--- src/rtl/lob_pkg.sv ---
`timescale 1ns / 1ps

package lob_pkg;

    localparam int ORDER_SLOTS = 256;
    localparam int SLOT_W      = $clog2(ORDER_SLOTS);
    localparam int CNT_W       = SLOT_W + 1;
    localparam int QTY_W       = 32;
    localparam int PRICE_W     = 32;
    localparam int KEY_W       = 32;

    localparam logic SIDE_BUY  = 1'b0;
    localparam logic SIDE_SELL = 1'b1;

    localparam logic [2:0] CMD_ADD    = 3'd0;
    localparam logic [2:0] CMD_MODIFY = 3'd1;
    localparam logic [2:0] CMD_DELETE = 3'd2;
    localparam logic [2:0] CMD_TRADE  = 3'd3;
    localparam logic [2:0] CMD_QUERY  = 3'd4;

    typedef enum logic [1:0] {
        STATUS_OK        = 2'd0,
        STATUS_NOT_FOUND = 2'd1,
        STATUS_FULL      = 2'd2
    } status_t;

    typedef enum logic [2:0] {
        S_IDLE,
        S_FIND,
        S_APPLY,
        S_BEST,
        S_TAKE,
        S_TOP,
        S_DONE
    } state_t;

    typedef struct packed {
        logic               side;
        logic [PRICE_W-1:0] price;
        logic [KEY_W-1:0]   key;
        logic [QTY_W-1:0]   qty;
    } entry_t;

    typedef struct packed {
        logic              wr_en;
        logic              set_valid;
        logic              clr_valid;
        logic [SLOT_W-1:0] wr_addr;
        entry_t            wr_data;
        logic [SLOT_W-1:0] rd_addr;
    } store_ctl_t;

    typedef struct packed {
        logic   valid;
        entry_t data;
    } store_rd_t;

    function automatic logic [QTY_W-1:0] sat_add(input logic [QTY_W-1:0] a,
                                                 input logic [QTY_W-1:0] b);
        logic [QTY_W:0] s;
        s = {1'b0, a} + {1'b0, b};
        return s[QTY_W] ? {QTY_W{1'b1}} : s[QTY_W-1:0];
    endfunction

endpackage

--- src/rtl/lob_if.sv ---
`timescale 1ns / 1ps

interface lob_req_if;
    logic        valid;
    logic        ready;
    logic [2:0]  command;
    logic        side;
    logic [31:0] price;
    logic [31:0] order_key;
    logic [31:0] quantity;

    modport source (output valid, command, side, price, order_key, quantity, input ready);
    modport sink (input valid, command, side, price, order_key, quantity, output ready);
endinterface

interface lob_rsp_if;
    logic               valid;
    logic               ready;
    logic [1:0]         status;
    logic [31:0]        filled_qty;
    logic               bid_present;
    logic [31:0]        best_bid_price;
    logic [31:0]        best_bid_qty;
    logic               ask_present;
    logic [31:0]        best_ask_price;
    logic [31:0]        best_ask_qty;
    logic [31:0]        midpoint;
    logic signed [32:0] spread;

    modport source (output valid, status, filled_qty, bid_present, best_bid_price,
                    best_bid_qty, ask_present, best_ask_price, best_ask_qty,
                    midpoint, spread, input ready);
    modport sink (input valid, status, filled_qty, bid_present, best_bid_price,
                  best_bid_qty, ask_present, best_ask_price, best_ask_qty,
                  midpoint, spread, output ready);
endinterface

--- src/rtl/lob_ctrl.sv ---
`timescale 1ns / 1ps

module lob_ctrl (
    input  logic                clk,
    input  logic                rst_n,
    lob_req_if.sink             req,
    lob_rsp_if.source           rsp,
    output lob_pkg::store_ctl_t ctl,
    input  lob_pkg::store_rd_t  rd
);
    import lob_pkg::*;

    state_t state_reg, state_next;
    logic [CNT_W-1:0] cnt_reg, cnt_next;

    logic [2:0]         cmd_reg, cmd_next;
    logic               side_reg, side_next;
    logic [PRICE_W-1:0] price_reg, price_next;
    logic [KEY_W-1:0]   key_reg, key_next;
    logic [QTY_W-1:0]   qty_reg, qty_next;
    logic [QTY_W-1:0]   remaining_reg, remaining_next;
    status_t            status_reg, status_next;

    logic              hit_reg, hit_next;
    logic [SLOT_W-1:0] hit_idx_reg, hit_idx_next;
    logic [QTY_W-1:0]  hit_qty_reg, hit_qty_next;
    logic              free_reg, free_next;
    logic [SLOT_W-1:0] free_idx_reg, free_idx_next;

    logic               best_found_reg, best_found_next;
    logic [SLOT_W-1:0]  best_idx_reg, best_idx_next;
    logic [PRICE_W-1:0] best_price_reg, best_price_next;
    logic [KEY_W-1:0]   best_key_reg, best_key_next;
    logic [QTY_W-1:0]   best_qty_reg, best_qty_next;

    logic               bid_found_reg, bid_found_next;
    logic [PRICE_W-1:0] bid_price_reg, bid_price_next;
    logic [QTY_W-1:0]   bid_qty_reg, bid_qty_next;
    logic               ask_found_reg, ask_found_next;
    logic [PRICE_W-1:0] ask_price_reg, ask_price_next;
    logic [QTY_W-1:0]   ask_qty_reg, ask_qty_next;
    logic [QTY_W-1:0]   liq_reg, liq_next;

    logic               rsp_valid_reg, rsp_valid_next;
    logic [1:0]         out_status_reg;
    logic [QTY_W-1:0]   out_filled_reg;
    logic               out_bid_reg, out_ask_reg;
    logic [PRICE_W-1:0] out_bid_price_reg, out_ask_price_reg, out_mid_reg;
    logic [QTY_W-1:0]   out_bid_qty_reg, out_ask_qty_reg;
    logic signed [PRICE_W:0] out_spread_reg;

    logic               accept;
    logic               scan_end;
    logic               data_ok;
    logic [SLOT_W-1:0]  didx;
    entry_t             e;
    logic               passive;
    logic               price_ok;
    logic               take_go;
    logic [QTY_W-1:0]   take;
    logic [QTY_W-1:0]   left;
    logic [QTY_W-1:0]   new_qty;
    logic               out_free;
    logic               load_out;
    logic [PRICE_W:0]   mid_sum;

    assign accept   = req.valid && req.ready;
    assign scan_end = (cnt_reg == CNT_W'(ORDER_SLOTS));
    assign data_ok  = (cnt_reg != '0) && rd.valid;
    assign didx     = SLOT_W'(cnt_reg - 1'b1);
    assign e        = rd.data;
    assign passive  = ~side_reg;
    assign price_ok = passive ? (best_price_reg <= price_reg) : (best_price_reg >= price_reg);
    assign take_go  = best_found_reg && price_ok;
    assign take     = (best_qty_reg < remaining_reg) ? best_qty_reg : remaining_reg;
    assign left     = remaining_reg - take;
    assign new_qty  = best_qty_reg - take;
    assign out_free = !rsp_valid_reg || rsp.ready;
    assign load_out = (state_reg == S_DONE) && out_free;
    assign mid_sum  = {1'b0, bid_price_reg} + {1'b0, ask_price_reg};

    always_comb
    begin
        state_next = state_reg;
        unique case (state_reg)
            S_IDLE:
            begin
                if (req.valid)
                begin
                    priority if (req.command == CMD_ADD || req.command == CMD_MODIFY ||
                                 req.command == CMD_DELETE)
                        state_next = S_FIND;
                    else if (req.command == CMD_TRADE && req.quantity != '0)
                        state_next = S_BEST;
                    else
                        state_next = S_TOP;
                end
            end
            S_FIND:  if (scan_end) state_next = S_APPLY;
            S_APPLY: state_next = S_TOP;
            S_BEST:  if (scan_end) state_next = S_TAKE;
            S_TAKE:  state_next = (take_go && left != '0) ? S_BEST : S_TOP;
            S_TOP:   if (scan_end) state_next = S_DONE;
            S_DONE:  if (out_free) state_next = S_IDLE;
            default: state_next = S_IDLE;
        endcase
    end

    always_comb
    begin
        req.ready     = (state_reg == S_IDLE);
        ctl           = '0;
        ctl.rd_addr   = cnt_reg[SLOT_W-1:0];
        ctl.wr_data   = '{side: side_reg, price: price_reg, key: key_reg, qty: qty_reg};
        unique case (state_reg)
            S_APPLY:
            begin
                priority if (cmd_reg == CMD_ADD)
                begin
                    if (hit_reg)
                    begin
                        ctl.wr_en       = 1'b1;
                        ctl.wr_addr     = hit_idx_reg;
                        ctl.wr_data.qty = sat_add(hit_qty_reg, qty_reg);
                    end
                    else if (qty_reg != '0 && free_reg)
                    begin
                        ctl.wr_en     = 1'b1;
                        ctl.set_valid = 1'b1;
                        ctl.wr_addr   = free_idx_reg;
                    end
                end
                else if (hit_reg)
                begin
                    ctl.wr_addr = hit_idx_reg;
                    if (cmd_reg == CMD_MODIFY && qty_reg != '0)
                        ctl.wr_en = 1'b1;
                    else
                        ctl.clr_valid = 1'b1;
                end
            end
            S_TAKE:
            begin
                if (take_go)
                begin
                    ctl.wr_en     = 1'b1;
                    ctl.wr_addr   = best_idx_reg;
                    ctl.wr_data   = '{side: passive, price: best_price_reg,
                                      key: best_key_reg, qty: new_qty};
                    ctl.clr_valid = (new_qty == '0);
                end
            end
            default:
            begin
            end
        endcase
    end

    always_comb
    begin
        cnt_next        = '0;
        cmd_next        = cmd_reg;
        side_next       = side_reg;
        price_next      = price_reg;
        key_next        = key_reg;
        qty_next        = qty_reg;
        remaining_next  = remaining_reg;
        status_next     = status_reg;
        hit_next        = hit_reg;
        hit_idx_next    = hit_idx_reg;
        hit_qty_next    = hit_qty_reg;
        free_next       = free_reg;
        free_idx_next   = free_idx_reg;
        best_found_next = best_found_reg;
        best_idx_next   = best_idx_reg;
        best_price_next = best_price_reg;
        best_key_next   = best_key_reg;
        best_qty_next   = best_qty_reg;
        bid_found_next  = bid_found_reg;
        bid_price_next  = bid_price_reg;
        bid_qty_next    = bid_qty_reg;
        ask_found_next  = ask_found_reg;
        ask_price_next  = ask_price_reg;
        ask_qty_next    = ask_qty_reg;
        liq_next        = liq_reg;

        if (state_reg == S_FIND || state_reg == S_BEST || state_reg == S_TOP)
            cnt_next = scan_end ? '0 : cnt_reg + 1'b1;

        unique case (state_reg)
            S_IDLE:
            begin
                if (accept)
                begin
                    cmd_next        = req.command;
                    side_next       = req.side;
                    price_next      = req.price;
                    key_next        = req.order_key;
                    qty_next        = req.quantity;
                    remaining_next  = req.quantity;
                    status_next     = STATUS_OK;
                    hit_next        = 1'b0;
                    free_next       = 1'b0;
                    best_found_next = 1'b0;
                    bid_found_next  = 1'b0;
                    bid_price_next  = '0;
                    bid_qty_next    = '0;
                    ask_found_next  = 1'b0;
                    ask_price_next  = '0;
                    ask_qty_next    = '0;
                    liq_next        = '0;
                end
            end
            S_FIND:
            begin
                if (data_ok && !hit_reg && e.side == side_reg && e.price == price_reg &&
                    e.key == key_reg)
                begin
                    hit_next     = 1'b1;
                    hit_idx_next = didx;
                    hit_qty_next = e.qty;
                end
                if (cnt_reg != '0 && !rd.valid && !free_reg)
                begin
                    free_next     = 1'b1;
                    free_idx_next = didx;
                end
            end
            S_APPLY:
            begin
                priority if (cmd_reg == CMD_ADD)
                begin
                    if (!hit_reg && qty_reg != '0 && !free_reg)
                        status_next = STATUS_FULL;
                end
                else if (!hit_reg)
                    status_next = STATUS_NOT_FOUND;
            end
            S_BEST:
            begin
                if (data_ok && e.side == passive)
                begin
                    if (!best_found_reg ||
                        (passive ? (e.price < best_price_reg) : (e.price > best_price_reg)) ||
                        (e.price == best_price_reg && e.key < best_key_reg))
                    begin
                        best_found_next = 1'b1;
                        best_idx_next   = didx;
                        best_price_next = e.price;
                        best_key_next   = e.key;
                        best_qty_next   = e.qty;
                    end
                end
            end
            S_TAKE:
            begin
                if (take_go)
                    remaining_next = left;
                best_found_next = 1'b0;
            end
            S_TOP:
            begin
                if (data_ok)
                begin
                    if (e.side == SIDE_BUY)
                    begin
                        priority if (!bid_found_reg || e.price > bid_price_reg)
                        begin
                            bid_found_next = 1'b1;
                            bid_price_next = e.price;
                            bid_qty_next   = e.qty;
                        end
                        else if (e.price == bid_price_reg)
                            bid_qty_next = sat_add(bid_qty_reg, e.qty);
                    end
                    else
                    begin
                        priority if (!ask_found_reg || e.price < ask_price_reg)
                        begin
                            ask_found_next = 1'b1;
                            ask_price_next = e.price;
                            ask_qty_next   = e.qty;
                        end
                        else if (e.price == ask_price_reg)
                            ask_qty_next = sat_add(ask_qty_reg, e.qty);
                    end
                    if (cmd_reg == CMD_QUERY && e.side == passive &&
                        (passive ? (e.price <= price_reg) : (e.price >= price_reg)))
                        liq_next = sat_add(liq_reg, e.qty);
                end
            end
            S_DONE:
            begin
            end
            default:
            begin
            end
        endcase
    end

    always_comb
    begin
        rsp_valid_next = rsp_valid_reg;
        if (rsp.ready)
            rsp_valid_next = 1'b0;
        if (load_out)
            rsp_valid_next = 1'b1;
    end

    always_ff @(posedge clk or negedge rst_n)
    begin
        if (!rst_n)
        begin
            state_reg     <= S_IDLE;
            cnt_reg       <= '0;
            rsp_valid_reg <= 1'b0;
        end
        else
        begin
            state_reg     <= state_next;
            cnt_reg       <= cnt_next;
            rsp_valid_reg <= rsp_valid_next;
        end
    end

    always_ff @(posedge clk)
    begin
        cmd_reg        <= cmd_next;
        side_reg       <= side_next;
        price_reg      <= price_next;
        key_reg        <= key_next;
        qty_reg        <= qty_next;
        remaining_reg  <= remaining_next;
        status_reg     <= status_next;
        hit_reg        <= hit_next;
        hit_idx_reg    <= hit_idx_next;
        hit_qty_reg    <= hit_qty_next;
        free_reg       <= free_next;
        free_idx_reg   <= free_idx_next;
        best_found_reg <= best_found_next;
        best_idx_reg   <= best_idx_next;
        best_price_reg <= best_price_next;
        best_key_reg   <= best_key_next;
        best_qty_reg   <= best_qty_next;
        bid_found_reg  <= bid_found_next;
        bid_price_reg  <= bid_price_next;
        bid_qty_reg    <= bid_qty_next;
        ask_found_reg  <= ask_found_next;
        ask_price_reg  <= ask_price_next;
        ask_qty_reg    <= ask_qty_next;
        liq_reg        <= liq_next;
        if (load_out)
        begin
            out_status_reg    <= status_reg;
            out_filled_reg    <= (cmd_reg == CMD_TRADE) ? qty_reg - remaining_reg :
                                 (cmd_reg == CMD_QUERY) ? liq_reg : '0;
            out_bid_reg       <= bid_found_reg;
            out_bid_price_reg <= bid_price_reg;
            out_bid_qty_reg   <= bid_qty_reg;
            out_ask_reg       <= ask_found_reg;
            out_ask_price_reg <= ask_price_reg;
            out_ask_qty_reg   <= ask_qty_reg;
            out_mid_reg       <= (bid_found_reg && ask_found_reg) ? mid_sum[PRICE_W:1] : '0;
            out_spread_reg    <= (bid_found_reg && ask_found_reg) ?
                                 $signed({1'b0, ask_price_reg} - {1'b0, bid_price_reg}) : '0;
        end
    end

    assign rsp.valid          = rsp_valid_reg;
    assign rsp.status         = out_status_reg;
    assign rsp.filled_qty     = out_filled_reg;
    assign rsp.bid_present    = out_bid_reg;
    assign rsp.best_bid_price = out_bid_price_reg;
    assign rsp.best_bid_qty   = out_bid_qty_reg;
    assign rsp.ask_present    = out_ask_reg;
    assign rsp.best_ask_price = out_ask_price_reg;
    assign rsp.best_ask_qty   = out_ask_qty_reg;
    assign rsp.midpoint       = out_mid_reg;
    assign rsp.spread         = out_spread_reg;

    a_take_has_work: assert property (@(posedge clk) disable iff (!rst_n)
        state_reg == S_TAKE |-> remaining_reg != '0)
        else $error("fill step entered with nothing left to fill");

    a_set_only_free: assert property (@(posedge clk) disable iff (!rst_n)
        ctl.set_valid |-> (!hit_reg && free_reg && state_reg == S_APPLY))
        else $error("new order placed without a free slot");

    a_clr_on_full_take: assert property (@(posedge clk) disable iff (!rst_n)
        (ctl.clr_valid && state_reg == S_TAKE) |-> best_qty_reg <= remaining_reg)
        else $error("order removed before it was fully consumed");

    a_done_loads: assert property (@(posedge clk) disable iff (!rst_n)
        load_out |=> (rsp_valid_reg && state_reg == S_IDLE))
        else $error("finished request did not produce a response");

    a_cnt_range: assert property (@(posedge clk) disable iff (!rst_n)
        cnt_reg <= CNT_W'(ORDER_SLOTS))
        else $error("scan counter out of range");

endmodule

--- src/flat_wrapper.sv ---
// flat-port wrapper written by rule: the top's interface ports become plain ports
module lob_ctrl_flat import lob_pkg::*;
  (clk, rst_n, ctl, rd, req_valid, req_command, req_side, req_price, req_order_key, req_quantity, req_ready, rsp_valid, rsp_status, rsp_filled_qty, rsp_bid_present, rsp_best_bid_price, rsp_best_bid_qty, rsp_ask_present, rsp_best_ask_price, rsp_best_ask_qty, rsp_midpoint, rsp_spread, rsp_ready);
  lob_req_if req_i ();
  lob_rsp_if rsp_i ();
  input  logic clk;
  input  logic rst_n;
  output lob_pkg::store_ctl_t ctl;
  input  lob_pkg::store_rd_t rd;
  input wire logic [$bits(req_i.valid)-1:0] req_valid;
  input wire logic [$bits(req_i.command)-1:0] req_command;
  input wire logic [$bits(req_i.side)-1:0] req_side;
  input wire logic [$bits(req_i.price)-1:0] req_price;
  input wire logic [$bits(req_i.order_key)-1:0] req_order_key;
  input wire logic [$bits(req_i.quantity)-1:0] req_quantity;
  output wire logic [$bits(req_i.ready)-1:0] req_ready;
  output wire logic [$bits(rsp_i.valid)-1:0] rsp_valid;
  output wire logic [$bits(rsp_i.status)-1:0] rsp_status;
  output wire logic [$bits(rsp_i.filled_qty)-1:0] rsp_filled_qty;
  output wire logic [$bits(rsp_i.bid_present)-1:0] rsp_bid_present;
  output wire logic [$bits(rsp_i.best_bid_price)-1:0] rsp_best_bid_price;
  output wire logic [$bits(rsp_i.best_bid_qty)-1:0] rsp_best_bid_qty;
  output wire logic [$bits(rsp_i.ask_present)-1:0] rsp_ask_present;
  output wire logic [$bits(rsp_i.best_ask_price)-1:0] rsp_best_ask_price;
  output wire logic [$bits(rsp_i.best_ask_qty)-1:0] rsp_best_ask_qty;
  output wire logic [$bits(rsp_i.midpoint)-1:0] rsp_midpoint;
  output wire logic [$bits(rsp_i.spread)-1:0] rsp_spread;
  input wire logic [$bits(rsp_i.ready)-1:0] rsp_ready;
  assign req_i.valid = req_valid;
  assign req_i.command = req_command;
  assign req_i.side = req_side;
  assign req_i.price = req_price;
  assign req_i.order_key = req_order_key;
  assign req_i.quantity = req_quantity;
  assign req_ready = req_i.ready;
  assign rsp_valid = rsp_i.valid;
  assign rsp_status = rsp_i.status;
  assign rsp_filled_qty = rsp_i.filled_qty;
  assign rsp_bid_present = rsp_i.bid_present;
  assign rsp_best_bid_price = rsp_i.best_bid_price;
  assign rsp_best_bid_qty = rsp_i.best_bid_qty;
  assign rsp_ask_present = rsp_i.ask_present;
  assign rsp_best_ask_price = rsp_i.best_ask_price;
  assign rsp_best_ask_qty = rsp_i.best_ask_qty;
  assign rsp_midpoint = rsp_i.midpoint;
  assign rsp_spread = rsp_i.spread;
  assign rsp_i.ready = rsp_ready;
  lob_ctrl u_core (.clk(clk), .rst_n(rst_n), .req(req_i), .rsp(rsp_i), .ctl(ctl), .rd(rd));
endmodule
--- config.mk ---
export PLATFORM = sky130hd
export DESIGN_NAME = lob_ctrl_flat
export DESIGN_NICKNAME = d
export VERILOG_FILES = /design/src/rtl/lob_pkg.sv /design/src/rtl/lob_if.sv /design/src/rtl/lob_ctrl.sv /design/src/flat_wrapper.sv
export SDC_FILE = /design/constraint.sdc
export NUM_CORES = 2
export LEC_CHECK = 0
export BUFFER_PORTS_ARGS = -buffer_cell sky130_fd_sc_hd__buf_2
export CAP_MARGIN = 5
export CORE_ASPECT_RATIO = 1.75
export CORE_MARGIN = 10
export CORE_UTILIZATION = 35
export CTS_CLUSTER_SIZE = 28
export DETAILED_ROUTE_END_ITERATION = 12
export PLACE_DENSITY_LB_ADDON = 0.12
export SETUP_SLACK_MARGIN = 0.02
export SYNTH_ARGS = -nofsm -noshare
export SYNTH_HDL_FRONTEND = slang
export SYNTH_SLANG_ARGS = --single-unit
--- constraint.sdc ---
create_clock -name clk -period 26.4 [get_ports clk]
set_input_delay 2.64 -clock clk [delete_from_list [all_inputs] [get_ports clk]]
set_output_delay 2.64 -clock clk [all_outputs]
set_load 0.01 [all_outputs]
# Yosys cells after proc, flatten, opt, wreduce, memory -nomap -nowiden
# Index checks and enable logic that the tools add are counted.
# word_totals
register_bits	693
input_bits	202
output_inout_bits	347
elab_cells	257
# classes
addsub	11
magnitude_cmp	10
n_eq_ne	41
n_mux	91
n_bitwise	1
reduce_logical	66
# ops
operator	count
2-to-1 mux 32 bit	28
case mux 32 bit (2 select lines)	7
adder 32 x 32 -> 33 bit	5
equality test 32 bit	5
less-than comparator 32 bit	4
2-to-1 mux 106 bit	1
nonzero test 32 bit	3
subtractor 32 bit	3
2-to-1 mux 65 bit	1
greater-or-equal comparator 32 bit	2
> comparator 32 bit	2
<= comparator 32 bit	2
subtractor 32 x 32 -> 33 bit	1
logical NOT 32 bit	1
2-to-1 mux 9 bit	3
2-to-1 mux 1 bit	26
AND reduction 5 bit	5
2-to-1 mux 3 bit	8
2-to-1 mux 8 bit	3
!= test 2 bit (second input constant)	11
logical AND 1 bit	21
case mux 3 bit (7 select lines)	1
case mux 9 bit (2 select lines)	1
equality test 3 x 2 -> 1 bit (second input constant)	5
other kinds (22)	71

# Logic depth before layout (Yosys ltp)
# logic_depth
word_depth	8
ltp_mapped	31
ltp_nobuf	25

# Worst setup path before layout
# OpenSTA, ideal clock, no wires.
# synth_timing
kind	input to register
start	input rsp_ready
end	register u_core.out_ask_reg, in the netlist u_core.rsp.ask_present, enable pin
t_arrival_ns	18.101
required_time_ns	25.301
path_slack_ns	7.200
path_stages	2
path_buffers	0
cell_sequence	nor2b_1 > nor3_1
# synth_via
elab_chain_len	2
# synth_rtl
element	line_no	text
from (decl)	flat_wrapper.sv:28	input wire logic [$bits(rsp_i.ready)-1:0] rsp_ready;
logical OR 1 bit	lob_ctrl.sv:78	assign out_free = !rsp_valid_reg || rsp.ready;
logical AND 1 bit	lob_ctrl.sv:79	assign load_out = (state_reg == S_DONE) && out_free;
net u_core.load_out	lob_ctrl.sv:64	logic load_out;
to (signal assigned)	lob_ctrl.sv:360	out_ask_reg <= ask_found_reg;
to (decl)	lob_ctrl.sv:47	logic out_bid_reg, out_ask_reg;
# The timed path passes the listed nets, and every way through them passes these cells.
# A chain may end at the register's enable or synchronous reset.

==> flow_summary.ini <==
[logic_synthesis]
synthesis.area_sq_um = 45830
ys_ff_latch = 693
avgSynthCellArea_sq_um = 10.20
yosysWarnings = 0
syn-instance-count = 4493
synth_ff_type = edfxtp_1
async_flop_share_pct = 1.876
seq_area_frac_synth_pct = 45.27
synth_cell_types = 103
synthTopCellsByArea = edfxtp_1 (45%), ha_1 (14%), a21oi_1 (4.5%), o21ai_0 (4.1%), inv_1 (2.6%)
syn-num-nets = 5200
yosysTopAreaCellShare_pct = 44.56
synth_edf_count = 680
yosysTopAreaCell = edfxtp_1

[critical_path]
rrSetupSlack_ps = 18110
endpoint_kind = output port
critical_path_buf_inv_count = 4
crit_family = simple AND/OR/NAND/NOR gates
crit_type = register to output port
crit_path_frequent_cell = ha_1
worst_ep_required_time_ps = 23760
cpPeakStageDelay_ps = 660
start_kind = register
cpMaxStageDelayCell = buf_4
cp_data_arrival_time_ps = 8720
cp_max_fo = 73

[global_route]
grt.overflow.total = 0
grt_pass1_vias = 39098
grt_max_degree = 134
grt_usage_pct = 23.51
grt_pass1_wl_microns = 257900
grt_antenna_before_repair = 29

[sta]
finClkSkew_ps = 45.39
maxSlewViolCount = 0
layout_setup_ws_ps = 15040
period_share_pct = 43.04
fin_setup_tns_ps = 0
grt_setup_unrepaired = false
period_minus_slack_ps = 11360
hold_violations = 0
fmax_ghz = 0.08801
relSlewSlack_pct = 17.05
worst_pin_slew_ps = 1213
setup_viol = 0

[cts]
postCtsHoldBufs = 0
path_clk_slew_ps = 70
htree_levels = 3
cts.sinks = 693
cts_buffer_depth = 3
tritoncts = done
numCtsBuffers = 77
root_buffer = clkbuf_16
cts-resized-gates = 0
clk_latency_ps = 690
postCtsSetupRepairBufs = 0

[finish]
final_common_cell = edfxtp_1
largest_reg_flops = 33
num-fill-cells = 12876
layout-drive-gt1-share_pct = 16.09
layout.nets = 5734
final_cell_mix = edfxtp_1 (680), buf_2 (548), ha_1 (498)
area_growth_pct = 16.06

[power_and_ir_drop]
ir_drop_mv = 0.04381
leakagePower_nw = 22.47
power_density_nw_per_um2 = 46.22

[route]
vias = 37537
via_per_inst = 5.532
drc = 0
wl_per_cell_microns = 26.08
dr.pass1.iters = 6
detail-route-antenna-nets = 0
drt-total-wl_microns = 177000
drt-initial-drc-count = 2433

[placed_design]
place.gp.congestion = 0.9456
place_hpwl_microns = 141800
place_ws_ps = 15740
portBuffers = 548

[die]
core_sq_um = 130100
dieArea_sq_um = 146400
start_util_pct = 35.24
ios = 549
fp.dieH_microns = 498.7
die_w_microns = 293.5
rows = 175

[run_status]
status = finished, final reports clean

[hold_path]
hp-class = register to register

[flow_run]
max-cap-violations = 0
where the power goes:
| part | total (W) | switching (W) | internal, W |
|---|---|---|---|
| registers | 0.00120 | 0.00000000000000000000214 | 0.00120 |
| logic | 0.000131 | 0.0000797 | 0.0000513 |
| clock network | 0.00113 | 0.000498 | 0.000634 |
routing by layer:
metal | vias to the layer above | share of wire (%) | global-route usage, % | routed length (microns)
li1 | 17725 | - | - | -
met1 | 18286 | 37 | 24.86 | 65020
met2 | 1197 | 53 | 44.32 | 92940
met3 | 309 | 6.5 | 5.174 | 11500
met4 | 20 | 4.2 | 9.259 | 7387
met5 | - | 0.068 | 0 | 121
kinds of logic after synthesis:
family / count (synthesis) / share of synthesized area (%)
compound gates: 1316 / 18.02
simple gates: 1227 / 13.21
flops: 693 / 45.27
fa+ha+maj: 508 / 13.97
buf+inv: 460 / 3.891
xor+xnor: 271 / 5.212
mux: 18 / 0.4232
area by class of cell:
type                       count  area, sq um  area share, %
multi-input combinational   3340        23430          44.05
antenna                       16        40.04        0.07528
inverter                     322         1214          2.282
tap                         1681         2103          3.954
clock buffer                  90         2018          3.794
sequential                   693        20740          39.00
timing repair buffer         593         3093          5.815
clock inverter                51        544.3          1.023
stage by stage:
| step | util, % | instance area [sq um] | hold slack [ps] | instances | total power [W] |
|---|---|---|---|---|---|
| CTS | 40.86 | 53150 | 453.9 | 6770 | 0.002487 |
| floorplan | - | 45830 | 400.3 | 4493 | 0.001290 |
| global placement | 38.89 | 50580 | 432.7 | 6629 | 0.001349 |
| global route | 40.87 | 53150 | 468.3 | 6773 | 0.002536 |
| detailed placement | 38.89 | 50580 | 442.3 | 6629 | 0.001350 |
| finish | 40.89 | 53190 | 451.5 | 6786 | 0.002458 |
worst paths after layout:
check	startpoint	to	cells past startpoint
worst min register to register	u_core.bid_qty_reg[30]$_SDFFCE_PN0P_	u_core.rsp.best_bid_qty[30]$_DFFE_PP_	0
worst max register to register	u_core.remaining_reg[22]$_DFFE_PP_	u_core.state_reg[1]$_DFFE_PN0P_	25
max in group asynchronous	rst_n	u_core.state_reg[1]$_DFFE_PN0P_	1
min in group asynchronous	rst_n	u_core.cnt_reg[7]$_DFF_PN0_	1
worst max-delay path	u_core.remaining_reg[22]$_DFFE_PP_	ctl[113]	26
worst min-delay path	u_core.bid_qty_reg[30]$_SDFFCE_PN0P_	u_core.rsp.best_bid_qty[30]$_DFFE_PP_	0
synth_stat cells, drive strengths merged (8+ instances only):
library cell / instances
a2111oi: 18
o21ai: 384
mux2: 11
nand4: 75
or2: 23
a41oi: 10
a31o: 10
xor2: 135
a211oi: 29
nor2b: 74
edfxtp: 680
o22ai: 18
o221ai: 15
nor3: 79
o211ai: 23
o21a: 45
o21bai: 32
a211o: 8
a222oi: 8
ha: 498
a221oi: 12
inv: 321
or4: 11
o2111ai: 10
buf: 17
nor4b: 9
o31ai: 27
and3: 28
clkbuf: 121
nand3: 70
and2: 58
nand2b: 78
nor4: 32
nor2: 315
a21boi: 23
or3: 25
a21oi: 419
xnor2: 136
a21o: 112
o311ai: 8
a221o: 9
nand2: 317
nand3b: 9
dfrtp: 13
a31oi: 35
No activity file was read; power rests on OpenSTA's default activity.
